**src/rtl/core/bed_pkg.sv**
```systemverilog
// shared types, character codes and helper functions for the backslash escape decoder
// used by bed_decode and backslash_escape_decoder; depends on nothing else
package bed_pkg;

	localparam int MaxResults = 4;
	localparam int CountW     = $clog2(MaxResults + 1);

	// decode state codes
	typedef enum logic [1:0] {
		MODE_NORMAL = 2'd0,
		MODE_BEGIN  = 2'd1,
		MODE_OCTAL  = 2'd2,
		MODE_HEX    = 2'd3
	} mode_t;

	// configuration register indexes
	localparam logic CFG_ESCAPE_ENABLE  = 1'b0;
	localparam logic CFG_APPEND_NEWLINE = 1'b1;

	localparam logic [1:0] OctMaxDigits = 2'd3;
	localparam logic [1:0] HexMaxDigits = 2'd2;

	localparam logic [7:0] ChBackslash = 8'h5C;
	localparam logic [7:0] ChZero      = 8'h30;
	localparam logic [7:0] ChSeven     = 8'h37;
	localparam logic [7:0] ChNine      = 8'h39;
	localparam logic [7:0] ChUpperA    = 8'h41;
	localparam logic [7:0] ChUpperF    = 8'h46;
	localparam logic [7:0] ChLowerA    = 8'h61;
	localparam logic [7:0] ChLowerF    = 8'h66;
	localparam logic [7:0] ChLowerX    = 8'h78;
	localparam logic [7:0] ChNewline   = 8'h0A;

	typedef struct packed {
		logic escape_enable;
		logic append_newline;
	} cfg_t;

	typedef struct packed {
		mode_t      mode;
		logic [1:0] digits;
		logic [7:0] pending;
	} dec_state_t;

	typedef struct packed {
		logic [MaxResults-1:0][7:0] bytes;
		logic [CountW-1:0]          count;
		logic                       last;
	} dec_result_t;

	typedef struct packed {
		logic       hit;
		logic [7:0] code;
	} esc_code_t;

	function automatic logic is_oct(input logic [7:0] c);
		return (c >= ChZero) && (c <= ChSeven);
	endfunction

	function automatic logic is_hex(input logic [7:0] c);
		return ((c >= ChZero) && (c <= ChNine)) || ((c >= ChUpperA) && (c <= ChUpperF))
			|| ((c >= ChLowerA) && (c <= ChLowerF));
	endfunction

	// letters map to 10..15 in either case
	function automatic logic [3:0] hex_value(input logic [7:0] c);
		return (c <= ChNine) ? c[3:0] : c[3:0] + 4'd9;
	endfunction

	// single character escapes
	function automatic esc_code_t esc_lookup(input logic [7:0] c);
		esc_code_t r;
		r.hit = 1'b1;
		unique case (c)
			8'h5C: r.code = 8'h5C; // backslash
			8'h61: r.code = 8'h07; // a
			8'h62: r.code = 8'h08; // b
			8'h65: r.code = 8'h1B; // e
			8'h66: r.code = 8'h0C; // f
			8'h6E: r.code = 8'h0A; // n
			8'h72: r.code = 8'h0D; // r
			8'h74: r.code = 8'h09; // t
			8'h76: r.code = 8'h0B; // v
			default: begin
				r.hit  = 1'b0;
				r.code = 8'h00;
			end
		endcase
		return r;
	endfunction

endpackage

```
**src/rtl/core/bed_decode.sv**
```systemverilog
// per-byte escape decode: next state and up to four output bytes for one input byte
// depends on bed_pkg
module bed_decode (
	input  bed_pkg::cfg_t        cfg,
	input  bed_pkg::dec_state_t  state,
	input  logic [7:0]           in_char,
	input  logic                 in_last,
	output bed_pkg::dec_state_t  next_state,
	output bed_pkg::dec_result_t result
);

	always_comb begin
		bed_pkg::dec_state_t ns;
		bed_pkg::dec_result_t r;
		bed_pkg::esc_code_t esc;
		logic [bed_pkg::CountW-1:0] n;
		logic plain;
		logic [1:0] dnext;
		logic [7:0] pnext;

		ns    = state;
		r     = '0;
		n     = '0;
		plain = 1'b0;
		esc   = bed_pkg::esc_lookup(in_char);
		dnext = state.digits + 2'd1;
		pnext = '0;

		if (!cfg.escape_enable) begin
			r.bytes[n[1:0]] = in_char;
			n = n + 1'b1;
		end else begin
			unique case (state.mode)
				bed_pkg::MODE_NORMAL: plain = 1'b1;
				bed_pkg::MODE_BEGIN: begin
					ns = '0;
					if (in_char == bed_pkg::ChZero) begin
						ns.mode = bed_pkg::MODE_OCTAL;
					end else if (in_char == bed_pkg::ChLowerX) begin
						ns.mode = bed_pkg::MODE_HEX;
					end else if (esc.hit) begin
						r.bytes[n[1:0]] = esc.code;
						n = n + 1'b1;
					end else begin
						// unknown escape keeps both bytes
						r.bytes[n[1:0]] = bed_pkg::ChBackslash;
						n = n + 1'b1;
						r.bytes[n[1:0]] = in_char;
						n = n + 1'b1;
					end
				end
				bed_pkg::MODE_OCTAL: begin
					if (bed_pkg::is_oct(in_char) && state.digits < bed_pkg::OctMaxDigits) begin
						pnext = {state.pending[4:0], in_char[2:0]};
						ns.pending = pnext;
						ns.digits  = dnext;
						if (dnext == bed_pkg::OctMaxDigits) begin
							r.bytes[n[1:0]] = pnext;
							n = n + 1'b1;
							ns = '0;
						end
					end else begin
						r.bytes[n[1:0]] = state.pending;
						n = n + 1'b1;
						ns = '0;
						plain = 1'b1;
					end
				end
				bed_pkg::MODE_HEX: begin
					if (bed_pkg::is_hex(in_char) && state.digits < bed_pkg::HexMaxDigits) begin
						pnext = {state.pending[3:0], bed_pkg::hex_value(in_char)};
						ns.pending = pnext;
						ns.digits  = dnext;
						if (dnext == bed_pkg::HexMaxDigits) begin
							r.bytes[n[1:0]] = pnext;
							n = n + 1'b1;
							ns = '0;
						end
					end else begin
						if (state.digits == 2'd0) begin
							// no digits: give back the escape text
							r.bytes[n[1:0]] = bed_pkg::ChBackslash;
							n = n + 1'b1;
							r.bytes[n[1:0]] = bed_pkg::ChLowerX;
							n = n + 1'b1;
						end else begin
							r.bytes[n[1:0]] = state.pending;
							n = n + 1'b1;
						end
						ns = '0;
						plain = 1'b1;
					end
				end
				default: ns = '0;
			endcase

			// byte that ends an escape is decoded as ordinary input
			if (plain) begin
				if (in_char == bed_pkg::ChBackslash) begin
					ns.mode = bed_pkg::MODE_BEGIN;
				end else begin
					r.bytes[n[1:0]] = in_char;
					n = n + 1'b1;
				end
			end
		end

		if (in_last) begin
			if (cfg.escape_enable) begin
				unique case (ns.mode)
					bed_pkg::MODE_NORMAL: ;
					bed_pkg::MODE_BEGIN: begin
						r.bytes[n[1:0]] = bed_pkg::ChBackslash;
						n = n + 1'b1;
					end
					bed_pkg::MODE_OCTAL: begin
						r.bytes[n[1:0]] = ns.pending;
						n = n + 1'b1;
					end
					bed_pkg::MODE_HEX: begin
						if (ns.digits == 2'd0) begin
							r.bytes[n[1:0]] = bed_pkg::ChBackslash;
							n = n + 1'b1;
							r.bytes[n[1:0]] = bed_pkg::ChLowerX;
							n = n + 1'b1;
						end else begin
							r.bytes[n[1:0]] = ns.pending;
							n = n + 1'b1;
						end
					end
					default: ;
				endcase
			end
			ns = '0;
			if (cfg.append_newline) begin
				r.bytes[n[1:0]] = bed_pkg::ChNewline;
				n = n + 1'b1;
			end
		end

		r.count    = n;
		r.last     = in_last;
		next_state = ns;
		result     = r;
	end

endmodule

```
**src/rtl/core/backslash_escape_decoder.sv**
```systemverilog
// top level of the backslash escape decoder: handshakes, state and result buffer
// depends on bed_pkg and bed_decode
//
// usage
// - s_axis carries one message byte per transaction, s_axis_tlast on the final byte
// - m_axis carries decoded bytes, m_axis_tlast on the final output byte of a message
// - each input byte is decoded in the cycle it is taken; its 0 to 4 output bytes land
//   in a four-entry result buffer and appear on m_axis from the next cycle on
// - throughput: one input byte per cycle while each byte gives at most one output
//   byte and the receiver is ready; a byte that gives k > 1 output bytes holds
//   s_axis_tready low while the buffer drains, one byte per cycle when the receiver is ready
// - s_axis_tready is high when the buffer is empty or its last byte leaves this cycle
// - when the receiver stalls the buffer holds, m_axis_tdata stays put and no new
//   input is taken while the buffer has any byte left to send
// - config: cfg_we writes cfg_wdata into register cfg_index (0 escape_enable,
//   1 append_newline); write only while the block is idle
// - reset: escapes off, newline append on, decode state normal, buffer empty
module backslash_escape_decoder (
	input  logic       clk,
	input  logic       arst_n,
	input  logic       cfg_we,
	input  logic       cfg_index,
	input  logic       cfg_wdata,
	input  logic       s_axis_tvalid,
	output logic       s_axis_tready,
	input  logic [7:0] s_axis_tdata,  // [7:0] in_char
	input  logic       s_axis_tlast,
	output logic       m_axis_tvalid,
	input  logic       m_axis_tready,
	output logic [7:0] m_axis_tdata,  // [7:0] out_char
	output logic       m_axis_tlast
);

	bed_pkg::cfg_t        cfg_q;
	bed_pkg::dec_state_t  state_q;
	bed_pkg::dec_state_t  next_state;
	bed_pkg::dec_result_t dec;

	// result buffer, entry 0 is the head
	logic [bed_pkg::MaxResults-1:0][7:0] buf_q;
	logic [bed_pkg::CountW-1:0]          rem_q;
	logic                                last_q;

	logic in_fire;
	logic out_fire;

	assign m_axis_tvalid = (rem_q != '0);
	assign m_axis_tdata  = buf_q[0];
	// last flag belongs to the final byte of the buffer
	assign m_axis_tlast  = last_q && (rem_q == bed_pkg::CountW'(1));
	assign out_fire      = m_axis_tvalid && m_axis_tready;
	assign s_axis_tready = (rem_q == '0) || ((rem_q == bed_pkg::CountW'(1)) && m_axis_tready);
	assign in_fire       = s_axis_tvalid && s_axis_tready;

	bed_decode u_decode (
		.cfg        (cfg_q),
		.state      (state_q),
		.in_char    (s_axis_tdata),
		.in_last    (s_axis_tlast),
		.next_state (next_state),
		.result     (dec)
	);

	// configuration registers
	always_ff @(posedge clk or negedge arst_n) begin
		if (!arst_n) begin
			cfg_q.escape_enable  <= 1'b0;
			cfg_q.append_newline <= 1'b1;
		end else if (cfg_we) begin
			unique case (cfg_index)
				bed_pkg::CFG_ESCAPE_ENABLE:  cfg_q.escape_enable  <= cfg_wdata;
				bed_pkg::CFG_APPEND_NEWLINE: cfg_q.append_newline <= cfg_wdata;
				default: ;
			endcase
		end
	end

	// decode state advances once per input transaction
	always_ff @(posedge clk or negedge arst_n) begin
		if (!arst_n) begin
			state_q <= '0;
		end else if (in_fire) begin
			state_q <= next_state;
		end
	end

	// buffer control
	always_ff @(posedge clk or negedge arst_n) begin
		if (!arst_n) begin
			rem_q  <= '0;
			last_q <= 1'b0;
		end else if (in_fire) begin
			rem_q  <= dec.count;
			last_q <= dec.last;
		end else if (out_fire) begin
			rem_q <= rem_q - 1'b1;
		end
	end

	// buffer payload, shifts toward the head as bytes leave
	always_ff @(posedge clk) begin
		if (in_fire) begin
			buf_q <= dec.bytes;
		end else if (out_fire) begin
			buf_q <= {8'h00, buf_q[bed_pkg::MaxResults-1:1]};
		end
	end

`ifndef SYNTH
	a_rem_range: assert property (@(posedge clk) disable iff (!arst_n)
		rem_q <= bed_pkg::CountW'(bed_pkg::MaxResults))
		else $error("result buffer count out of range");

	a_no_overwrite: assert property (@(posedge clk) disable iff (!arst_n)
		in_fire |-> (rem_q == '0) || (out_fire && rem_q == bed_pkg::CountW'(1)))
		else $error("input taken while undelivered bytes remain");

	a_result_shows: assert property (@(posedge clk) disable iff (!arst_n)
		in_fire && (dec.count != '0) |=> m_axis_tvalid && (rem_q == $past(dec.count)))
		else $error("decoded bytes not presented");

	a_state_idle_disabled: assert property (@(posedge clk) disable iff (!arst_n)
		in_fire && s_axis_tlast |=> (state_q == '0))
		else $error("decode state not cleared at end of message");

	a_drain_step: assert property (@(posedge clk) disable iff (!arst_n)
		out_fire && !in_fire |=> rem_q == $past(rem_q) - 1'b1)
		else $error("buffer count did not step down");
`endif

endmodule

```
**config.mk**
```make
export PLATFORM = sky130hd
export DESIGN_NAME = backslash_escape_decoder
export DESIGN_NICKNAME = d
export VERILOG_FILES = /design/src/rtl/core/bed_pkg.sv /design/src/rtl/core/bed_decode.sv /design/src/rtl/core/backslash_escape_decoder.sv
export SDC_FILE = /design/constraint.sdc
export NUM_CORES = 1
export LEC_CHECK = 0
export BUFFER_PORTS_ARGS = -buffer_cell sky130_fd_sc_hd__buf_4
export CORE_MARGIN = 1.5
export CORE_UTILIZATION = 55
export DETAILED_ROUTE_END_ITERATION = 7
export PLACE_DENSITY = 0.73
export SYNTH_ARGS = -nofsm -noshare
export SYNTH_HDL_FRONTEND = slang
export SYNTH_SLANG_ARGS = --single-unit
```
**constraint.sdc**
```tcl
create_clock -name clk -period 5.4 [get_ports clk]
set_input_delay 0.81 -clock clk [delete_from_list [all_inputs] [get_ports clk]]
set_output_delay 0.81 -clock clk [all_outputs]
set_load 0.005 [all_outputs]
```
==> flow_metrics.py <==
metrics = {
    "outcome": {
        "status": "finished, violations left",
        "violations": "design-rule violations",
    },
    "clocking": {
        "holdBufCountCts": 0,
        "clkSinkCount": 50,
        "cts_buffers": 5,
        "tritoncts": "yes",
        "cts_resized": 0,
        "cts-root-buf": "clkbuf_8",
        "clk_latency_ns": 0.32,
        "path_clk_slew_ns": 0.11,
        "cts_setup_buffers": 0,
        "cts.path.max_buffers": 2,
        "htreeDepth": 2,
    },
    "global_route": {
        "grt_pass1_vias": 5631,
        "antenna_found_initial": 0,
        "grt_usage_pct": 40.88,
        "grt_overflow": 0,
        "grt_max_degree": 38,
        "grt_pass1_wl_microns": 31950,
    },
    "pwr": {
        "ir_worst_vdd_v": 0.0002952,
        "clkPwrFrac_pct": 12.3,
        "sw_frac_of_total_pct": 49.91,
        "power.leakage_nw": 2.285,
        "netSwitchingPower_mw": 1.173,
        "pwr-share-comb_pct": 59.8,
        "internal-power_mw": 1.177,
        "power_frac_seq_pct": 28.0,
        "power.density_mw_per_mm2": 403.7,
    },
    "floorplan": {
        "rows": 35,
        "core_sq_mm": 0.009328,
        "die_y_microns": 101.4,
        "dieWidth_microns": 101.4,
        "io_pins": 27,
        "die-area_sq_mm": 0.01028,
        "initial_utilization_pct": 57.08,
    },
    "finish": {
        "nNetsFinal": 745,
        "fin_area_sq_mm": 0.005821,
        "nFillCells": 867,
        "seq_area_sq_mm": 0.001413,
        "area_growth_pct": 9.330,
        "n_antenna_cell": 0,
        "drive_gt1_share_pct": 14.75,
        "multi_input_area_sq_mm": 0.003535,
    },
    "detailed_routing": {
        "ant_nets": 0,
        "via_count": 6146,
        "drt_iter0_drc": 1003,
        "post_drt_via_cell_ratio": 7.369,
        "totalWireLength_microns": 20630,
        "drc": 8,
        "first_pass_iters": 8,
        "wl_per_cell_microns": 24.74,
    },
    "yosys": {
        "synth_fa_ha_area_share_pct": 5.875,
        "async_flop_share_pct": 36.00,
        "syn-cell-area_sq_mm": 0.005324,
        "yosys_warnings": 0,
        "synth_edf_count": 32,
        "ys_ff_latch": 50,
        "netlist_instances": 693,
        "synth_top_family_by_area": "compound AO/OA/AOI/OAI gates",
        "synth_cell_types": 81,
        "synthSimpleGateAreaFrac_pct": 23.76,
        "yosysSeqAreaShare_pct": 26.53,
        "synthMuxAreaShare_pct": 1.034,
        "synth-xor-area-share_pct": 1.128,
        "syn_area_per_cell_sq_um": 7.682,
        "synthFlopType": "edfxtp_1",
        "synth.net_count": 734,
        "synth_compound_area_share_pct": 34.48,
    },
    "setup_path": {
        "path_cells": "buf_4, inv_1, ha_1, nor3b_1, or3_1, buf_4, a211oi_4, nor2_2, xnor2_2, nand2_1, ha_1, a21oi_1, o22ai_1, inv_1, ha_1, nand2_1, nand2_1, a21oi_1, buf_4, a32o_1",
        "start_kind": "primary input",
        "endpoint_kind": "flop",
        "critPathKind": "primary input to flop",
        "critPathSlowestCell": "nor2_2",
        "critPathMaxFanout": 14,
        "max_stage_delay_ns": 0.47,
        "critPathRequiredTime_ns": 5.58,
        "crit_arrival_ns": 5.12,
    },
    "place": {
        "portBuffers": 26,
        "dpl_cell_area_sq_mm": 0.005709,
        "dp_hpwl_microns": 15140,
        "gp_congestion": 1.103,
    },
    "sta": {
        "setup-tns-final_ns": 0,
        "max_freq_ghz": 0.2026,
        "worst_pin_slew_ns": 1.200,
        "fin_skew_ns": 0.007138,
        "relSlewSlack_pct": 19.53,
        "fin_crit_sh_pct": 91.41,
        "slew_viol_final": 0,
        "period_minus_slack_ns": 4.936,
        "setup_viol": 0,
        "rsz0062_at_grt": "no",
        "hold_violations": 0,
    },
    "job": {
        "maxCapViolCount": 0,
    },
    "min_path": {
        "hp-class": "primary input to async pin",
    },
}
cells by family (layout without fill, tap and decap cells):
family	Yosys count	count (layout)
flops	50	50
xor+xnor	6	6
simple gates	257	257
compound gates	262	262
mux	5	5
fa+ha+maj	25	25
buf+inv	88	100
sequential cells by signal, indices dropped and copies added (netlist names):
signal and count:
buf_q 24, cfg_q 2, last_q 1, m_axis_tdata 8, rem_q 3, state_q 12
cell type report:
class | instances | share of cell area [%]
flip-flops and latches | 50 | 24.27
well taps | 129 | 2.773
repair buffers | 68 | 8.770
inverters | 24 | 1.548
multi-input cells | 555 | 60.73
clock buffers | 5 | 1.182
clock inverters | 3 | 0.7309
cell usage in the layout (no fill, tap or decap), types with 5 or more instances in the layout:
cell type / n
nand2_1: 93
buf_4: 68
a21oi_1: 66
nor2_1: 42
o21ai_0: 35
edfxtp_1: 32
nand3_1: 31
ha_1: 25
inv_1: 24
a31oi_1: 17
dfrtp_1: 17
nor3_1: 16
and3_1: 13
o31ai_1: 13
nand2b_1: 11
a32o_1: 11
a21o_1: 10
a211oi_1: 10
o211ai_1: 9
a22o_1: 9
o22ai_1: 8
a22oi_1: 8
or3_1: 7
a221o_1: 7
o221ai_1: 6
nor2b_1: 6
nand3b_1: 5
and2_1: 5
clkbuf_8: 5
synth_stat cells, types with 6 or more instances:
cell type | number | area share (%)
o21ai_0 | 35 | 3.3
or3_1 | 7 | 0.82
nand2b_1 | 11 | 1.3
o221ai_1 | 6 | 0.99
o31ai_1 | 13 | 1.8
a22oi_1 | 8 | 1.1
a221o_1 | 7 | 1.3
o22ai_1 | 8 | 0.94
dfrtp_1 | 17 | 8.0
edfxtp_1 | 32 | 18
nor2_1 | 42 | 3.0
buf_4 | 9 | 1.3
a22o_1 | 9 | 1.5
a21oi_1 | 66 | 6.2
clkbuf_1 | 47 | 3.3
nand2_1 | 93 | 6.6
nor2b_1 | 6 | 0.71
a31oi_1 | 17 | 2.0
o211ai_1 | 9 | 1.3
a211oi_1 | 10 | 1.4
inv_1 | 24 | 1.7
nor3_1 | 16 | 1.5
and3_1 | 13 | 1.5
a21o_1 | 10 | 1.4
nand3_1 | 31 | 2.9
a32o_1 | 11 | 2.1
ha_1 | 25 | 5.9
routing by layer:
layer / up-vias / part of all wire (%) / GRT usage, %
met2: 560 / 42 / 61.54
met1: 2843 / 39 / 57.10
met4: 0 / 4.9 / 16.45
met5: - / 0 / 0
li1: 2634 / - / -
met3: 109 / 15 / 8.903
worst max-delay path, delay by kind of cell:
kind,cells,cell delay [ns]
simple gates,6,1.62
xor+xnor,1,0.21
compound gates,5,0.89
fa+ha+maj,3,0.80
buf+inv,5,0.77
power groups by stage:
stage / Combinational [mW] / Sequential [mW] / Clock (mW)
floorplan: 0.935 / 0.597 / 0
global placement: 1.33 / 0.660 / 0
detailed placement: 1.33 / 0.661 / 0
CTS: 1.34 / 0.653 / 0.282
global route: 1.49 / 0.671 / 0.295
finish: 1.40 / 0.657 / 0.288
final timing paths:
kind | start | to | slack, ns | cells past startpoint
min in group clk | last_q | last_q | 0.52 | 2
hold reg to reg | last_q | last_q | 0.52 | 2
max in group asynchronous | arst_n | cfg_q[0] | 4.75 | 1
setup / recovery | s_axis_tdata[1] | buf_q[23] | 0.46 | 20
hold / removal | arst_n | state_q[6] | 0.36 | 1
setup reg to reg | state_q[10] | buf_q[23] | 0.76 | 17
per-stage QoR:
step                total power, mW  std cells  setup WS (ns)  utilization, %  hold slack, ns
global placement              1.985        826         0.3932           61.21          0.4730
floorplan                     1.532        693        0.02013               -          0.4399
global route                  2.455        834         0.1818           62.40          0.3746
detailed placement            1.995        826         0.2682           61.21          0.4862
CTS                           2.277        834         0.5877           62.40          0.3704
finish                        2.350        834         0.4636           62.40          0.3631
Power figures use the tool's default switching activity.
